**src/sv/tpi_pkg.sv**
```systemverilog
// Shared constants, index codes and term tables for the three-plane intersection block.
package tpi_pkg;

   localparam int COEF_BITS_DEFAULT = 21;
   localparam int RES_BITS          = 64;
   localparam int NUM_COLS          = 4;
   localparam int NUM_COEF          = 12;
   localparam int NUM_MINORS        = 6;
   localparam int NUM_DETS          = 4;
   localparam int TERMS_PER_DET     = 3;
   localparam int NUM_TERMS         = NUM_DETS * TERMS_PER_DET;

   // Column of a plane equation: a, b, c and the right-hand constant d.
   typedef enum logic [1:0] {COL_A, COL_B, COL_C, COL_D} col_type;

   // 2x2 minors of the second and third planes over an ordered column pair.
   typedef enum logic [2:0] {MIN_AB, MIN_AC, MIN_AD, MIN_BC, MIN_BD, MIN_CD} minor_type;

   // Order of the determinants in the result.
   typedef enum logic [1:0] {DET_X, DET_Y, DET_Z, DET_WEIGHT} det_type;

   // Minor m is u1*v2 - v1*u2 for the column pair (MINOR_U[m], MINOR_V[m]).
   localparam col_type MINOR_U [NUM_MINORS] = '{COL_A, COL_A, COL_A, COL_B, COL_B, COL_C};
   localparam col_type MINOR_V [NUM_MINORS] = '{COL_B, COL_C, COL_D, COL_C, COL_D, COL_D};

   // Each determinant is expanded along the first plane; term t belongs to
   // determinant t / TERMS_PER_DET and is +/- first_col * minor.
   localparam col_type TERM_COL [NUM_TERMS] = '{
      COL_D, COL_B, COL_C,
      COL_A, COL_D, COL_C,
      COL_A, COL_B, COL_D,
      COL_A, COL_B, COL_C};
   localparam minor_type TERM_MINOR [NUM_TERMS] = '{
      MIN_BC, MIN_CD, MIN_BD,
      MIN_CD, MIN_AC, MIN_AD,
      MIN_BD, MIN_AD, MIN_AB,
      MIN_BC, MIN_AC, MIN_AB};
   localparam bit TERM_NEG [NUM_TERMS] = '{
      1'b0, 1'b0, 1'b1,
      1'b1, 1'b1, 1'b0,
      1'b0, 1'b1, 1'b0,
      1'b0, 1'b1, 1'b0};

   function automatic int coef_index(input int plane, input int col);
      return plane * NUM_COLS + col;
   endfunction

endpackage

```
**src/sv/tpi_sum.sv**
```systemverilog
// Stages five and six: sums the three terms of each determinant and flags a nonzero weight.
module tpi_sum
   import tpi_pkg::*;
#(
   parameter int COEF_BITS = COEF_BITS_DEFAULT
) (
   input  logic                        clock,
   input  logic                        reset,
   input  logic                        in_valid,
   output logic                        in_ready,
   input  logic signed [3*COEF_BITS:0] in_term [NUM_TERMS],
   output logic                        out_valid,
   input  logic                        out_ready,
   output logic signed [3*COEF_BITS:0] out_det [NUM_DETS],
   output logic                        out_unique
);

   localparam int DET_BITS = 3 * COEF_BITS + 1;

   logic                       s5_vld_ff, s5_vld_in, s6_vld_ff, s6_vld_in;
   logic                       s5_ready, s6_ready;
   logic signed [DET_BITS-1:0] s5_part_ff [NUM_DETS];
   logic signed [DET_BITS-1:0] s5_part_in [NUM_DETS];
   logic signed [DET_BITS-1:0] s5_last_ff [NUM_DETS];
   logic signed [DET_BITS-1:0] s6_det_ff [NUM_DETS];
   logic signed [DET_BITS-1:0] s6_det_in [NUM_DETS];
   logic                       s6_unique_ff, s6_unique_in;

   assign s6_ready = !s6_vld_ff || out_ready;
   assign s5_ready = !s5_vld_ff || s6_ready;
   assign in_ready = s5_ready;

   always_comb begin
      for (int k = 0; k < NUM_DETS; k++) begin
         s5_part_in[k] = in_term[k*TERMS_PER_DET] + in_term[k*TERMS_PER_DET+1];
         s6_det_in[k]  = s5_part_ff[k] + s5_last_ff[k];
      end
      s6_unique_in = (s6_det_in[DET_WEIGHT] != '0);
      s5_vld_in    = s5_ready ? in_valid : s5_vld_ff;
      s6_vld_in    = s6_ready ? s5_vld_ff : s6_vld_ff;
   end

   always_ff @(posedge clock) begin
      if (reset) begin
         s5_vld_ff <= 1'b0;
         s6_vld_ff <= 1'b0;
      end else begin
         s5_vld_ff <= s5_vld_in;
         s6_vld_ff <= s6_vld_in;
      end
   end

   always_ff @(posedge clock) begin
      if (s5_ready && in_valid) begin
         s5_part_ff <= s5_part_in;
         for (int k = 0; k < NUM_DETS; k++) begin
            s5_last_ff[k] <= in_term[k*TERMS_PER_DET+2];
         end
      end
      if (s6_ready && s5_vld_ff) begin
         s6_det_ff    <= s6_det_in;
         s6_unique_ff <= s6_unique_in;
      end
   end

   assign out_valid  = s6_vld_ff;
   assign out_det    = s6_det_ff;
   assign out_unique = s6_unique_ff;

endmodule

```
**config.mk**
```make
export PLATFORM = sky130hd
export DESIGN_NAME = tpi_sum
export DESIGN_NICKNAME = d
export VERILOG_FILES = /design/src/sv/tpi_pkg.sv /design/src/sv/tpi_sum.sv
export SDC_FILE = /design/constraint.sdc
export NUM_CORES = 2
export LEC_CHECK = 0
export CORE_AREA = 10 10 399 401
export DETAILED_ROUTE_END_ITERATION = 12
export DIE_AREA = 0 0 409 411
export DONT_BUFFER_PORTS = 1
export PLACE_DENSITY = 0.57
export SLEW_MARGIN = 10
export SYNTH_ARGS = -nofsm -noshare
export SYNTH_HDL_FRONTEND = slang
export SYNTH_SLANG_ARGS = --single-unit
```
**constraint.sdc**
```tcl
create_clock -name clock -period 19.77 [get_ports clock]
set_clock_uncertainty 0.1 [all_clocks]
set_input_delay 2.9655 -clock clock [delete_from_list [all_inputs] [get_ports clock]]
set_output_delay 2.9655 -clock clock [all_outputs]
set_load 0.05 [all_outputs]
```
# After elaboration in Yosys (flattened, before gate mapping)
# Memories as Yosys holds them, arrays and structs flattened.
# Index checks and enable logic that the tools add are counted.
word_totals:
  reg_bits: 515
  output_inout_bits: 259
  in_bits: 772
  mem_count: 1
  ramBits: 256
op_classes:
  reduce_logical: 7
  n_addsub: 8
  muxes: 2
memory_table:
  columns: ["name", "words", "width", "rd", "rd_clocked_by_memory_dff", "write_ports", "line_no", "source"]
  rows:
  - ["s5_last_ff", 4, 64, 4, 0, 4, "tpi_sum.sv:24", "logic signed [DET_BITS-1:0] s5_last_ff [NUM_DETS];"]
ops:
  columns: ["op", "count"]
  rows:
  - ["$add 64x64->64", 8]
  - ["$reduce_bool 64->1", 1]
  - ["$logic_and 1x1->1", 2]
  - ["$logic_not 1->1", 2]
  - ["$logic_or 1x1->1", 2]
  - ["$mux 1", 2]

# Logic depth before layout (Yosys ltp)
logic_depth:
  ltp_word: 6
  depth_mapped: 15
  ltp_nobuf: 15

# Worst setup path after synthesis
# No wires, ideal clock.
synth_path:
  path_kind: "input-to-reg"
  startpoint: "input port out_ready"
  endpoint: "memory s5_last_ff[0][0] in the netlist's numbering, enable pin"
  required_time_ns: 18.729
  setup_time_ns: 0.941
  t_arrival_ns: 14.997
  setup_slack_ns: 3.733
  stages: 3
  path_cell_list: "nor2b_1 nand2_1 and2_1"
synth_lines:
  columns: ["item", "line_no", "source"]
  rows:
  - ["start: declaration", "tpi_sum.sv:13", "input logic out_ready,"]
  - ["end: declaration", "tpi_sum.sv:24", null]

==> flow_metrics.tcl <==
set metrics [dict create \
    netlist.area_leader.share_pct 45.4 \
    area_delta_synth_final_pct 10.6 \
    start_util_pct 33.6 \
    routed_wl_um 181000 \
    grt_pass1_vias 37500 \
    hp-class "flip-flop to flip-flop" \
    worstSetupStartpointType "primary input" \
    dieWidth_um 409 \
    max_stage_delay_ps 850 \
    synth_flop_cell "edfxtp_1" \
    worst_slack_ps 12590 \
    max_cap_viol_count 0 \
    drt_drc_violations_left 0 \
    cts-root-buf "clkbuf_16" \
    min_period_over_period_pct 36.3 \
    hold_depth 2 \
    critPathKind "primary input to flip-flop" \
    cp_cell_sequence "nor2b_1 -> nand2_1 -> and2_4 -> buf_12 -> buf_4 -> buf_4 -> buf_4" \
    seq_area_frac_synth_pct 45.5 \
    io_pins 1031 \
    critical_path_peak_fanout 147 \
    synth_top_cells_by_area "edfxtp_1 (45%), ha_1 (12%), xnor2_1 (5.5%)" \
    layout.cells.non_filler 6923 \
    via_per_inst 5.57 \
    cts-buffers-inserted 89 \
    pre_cts_slack_ps 11790 \
    rrSetupSlack_ps 14150 \
    syn_area_um2 50900 \
    power.density_nw_per_um2 102 \
    rows 143 \
    grt_pass1_wl_um 257000 \
    power_frac_comb_pct 27.1 \
    crit_slowest_cell "buf_4" \
    final_core_util_pct 37.2 \
    cts_tree "yes" \
    vias 38600 \
    gp_congestion 0.943 \
    async_flop_share_pct 0 \
    grt_max_degree 148 \
    worst_pin_slew_ps 1010 \
    cp-end-kind "flip-flop" \
    slew_headroom_pct 32.7 \
    hold_viol 0 \
    portBuffers 0 \
    rsz0062_at_grt "false" \
    synth_most_common_cell "edfxtp_1" \
    synth-edff-count 769 \
    p_total_mw 5.72 \
    track_usage_pct 20.3 \
    final_nets 6070 \
    syn_area_per_cell_um2 10.6 \
    vdd_drop_max_uv 71.5 \
    htree_levels 3 \
    sequentialPowerShare_pct 42.9 \
    cts_hold_buffers 0 \
    rr_startpoint "out_valid$_SDFFE_PP0P_" \
    design.die.area_um2 168000 \
    outcome "finished, final reports clean" \
    antenna_found_initial 87 \
    cp_num_buf_inv 4 \
    fmax_mhz 139 \
    path_clk_slew_ps 50 \
    firstDrtPassIters 5 \
    synth-seq-cells 771 \
    cp_top_family "buffers and inverters" \
    wl_per_cell_um 26.1 \
    dpl.cell_count 6725 \
    ys_warn_count 0 \
    reg2reg_depth 7 \
    drive_gt1_share_pct 4.22 \
    p_clk_share_pct 30.0 \
    die_h_um 411 \
    core-area_um2 151000 \
    ant_nets 0 \
    cts_resized 0 \
    cp.arrival_ps 7390 \
    detailedRoute.firstIterationViolations 3063 \
    synth_fp_nets 6072 \
    hpwlAfterDp_um 151000 \
    clockBufferDepth 3 \
    cts_setup_buffers 0 \
    synthDistinctLibCells 82 \
    cp_common_cell "buf_4" \
    yosys.area.top_type "edfxtp_1" \
    hp-start "s5_vld_ff$_SDFFE_PP0N_" \
    p_leak_nw 21.8 \
    hold_end "out_valid$_SDFFE_PP0P_" \
    r2r_end "s5_last_ff[2][8]$_DFFE_PP_" \
    crit_required_ps 19980 \
    finalSetupTns_ps 0 \
    swShare_pct 35.0 \
    intPower_mw 3.71 \
    p_switching_mw 2.00 \
    setup_viol 0 \
    synth_cells 4788 \
    cts_sinks 771 \
    min_period_ps 7180 \
    clkLatencyLatePin_ps 700 \
    synth.top_cells.by_count "edfxtp_1 (769), a21oi_1 (511), ha_1 (504)" \
    cp.depth 7 \
    drv_slew 0 \
    overflow 0 \
]
cell type report:
type | count | area (um^2)
clock inverter | 56 | 697
tap | 2030 | 2540
clock buffer | 104 | 2330
sequential | 771 | 23100
fill | 14900 | 94900
multi-input combinational | 3782 | 26800
inverter | 121 | 454
timing repair buffer | 21 | 170
antenna | 38 | 95.1
power groups by stage:
stage                     Combinational (mW)  Sequential (mW)  Clock [mW]
after floorplan                         1.15             2.44           0
final                                   1.55             2.45        1.71
after global placement                  1.52             2.49           0
after detailed placement                1.53             2.49           0
after global routing                    1.71             2.47        1.83
after CTS                               1.54             2.46        1.76
worst reg2reg max path: stages, from the launching register on:
cell	delay, ps
dfxtp_1	500
nor2b_1	300
nand2_1	480
and2_4	640
buf_12	660
buf_4	780
buf_4	760
buf_4	910
metrics by stage:
stage               cell area, um^2  hold slack (ps)
CTS                           56200              424
global route                  56200              463
floorplan                     50900              378
detailed placement            53100              418
global placement              53100              404
finish                        56300              425
state kept, by name (all words and copies together), names as in the netlist:
name and count:
s5_vld_ff 1, out_valid 1, out_det 256, out_unique 1, s5_part_ff 256, s5_last_ff 256
cells by family (layout without fill, tap and decap cells):
family | count (synthesis) | count (layout) | synth area share [%]
AO/OA/AOI/OAI | 1627 | 1627 | 20.5
XOR/XNOR | 478 | 478 | 8.23
adder cells (fa/ha/maj) | 512 | 512 | 12.7
buffers and inverters | 235 | 302 | 1.75
flip-flops | 771 | 771 | 45.5
multiplexers | 4 | 4 | 0.0812
other | 0 | 38 | 0
AND/OR/NAND/NOR | 1161 | 1161 | 11.2
placed cells by master, fill, tap and decap left out, drive strengths merged, types with 16 or more instances in the layout:
cell      n
diode    38
a221oi   18
nor2b    76
a31oi    64
ha      504
buf      21
nand3    88
a21boi   16
nor3     73
a21oi   511
o21ai   307
clkinv   35
o21bai   74
nand2   310
clkbuf  104
edfxtp  769
xnor2   317
nand2b   75
o31ai    30
nand4    80
nor2    274
a211oi   42
o21a     77
a21o    287
o211ai   27
inv     123
a211o    18
nor4     26
xor2    161
and3     60
and2     25
routing by layer:
layer	GRT usage (%)	up-vias	share of wire, %
met1	24.1	18400	40
li1	-	18300	-
met3	7.49	312	9.4
met5	0	-	0.32
met4	6.47	86	3.0
met2	34.1	1470	48
how the worst max path moves through the flow:
stage               startpoint  slack, ps                     endpoint
detailed placement   out_ready      11790     s5_part_ff[68]$_DFFE_PP_
CTS                  out_ready      12570   s5_last_ff[2][6]$_DFFE_PP_
finish               out_ready      12590   s5_last_ff[2][8]$_DFFE_PP_
global route         out_ready      12270  s5_last_ff[1][13]$_DFFE_PP_
global placement     out_ready      11870   s5_last_ff[2][0]$_DFFE_PP_
floorplan            out_ready       3730   s5_last_ff[0][0]$_DFFE_PP_
Note: power is estimated with default switching activity, not from simulation.
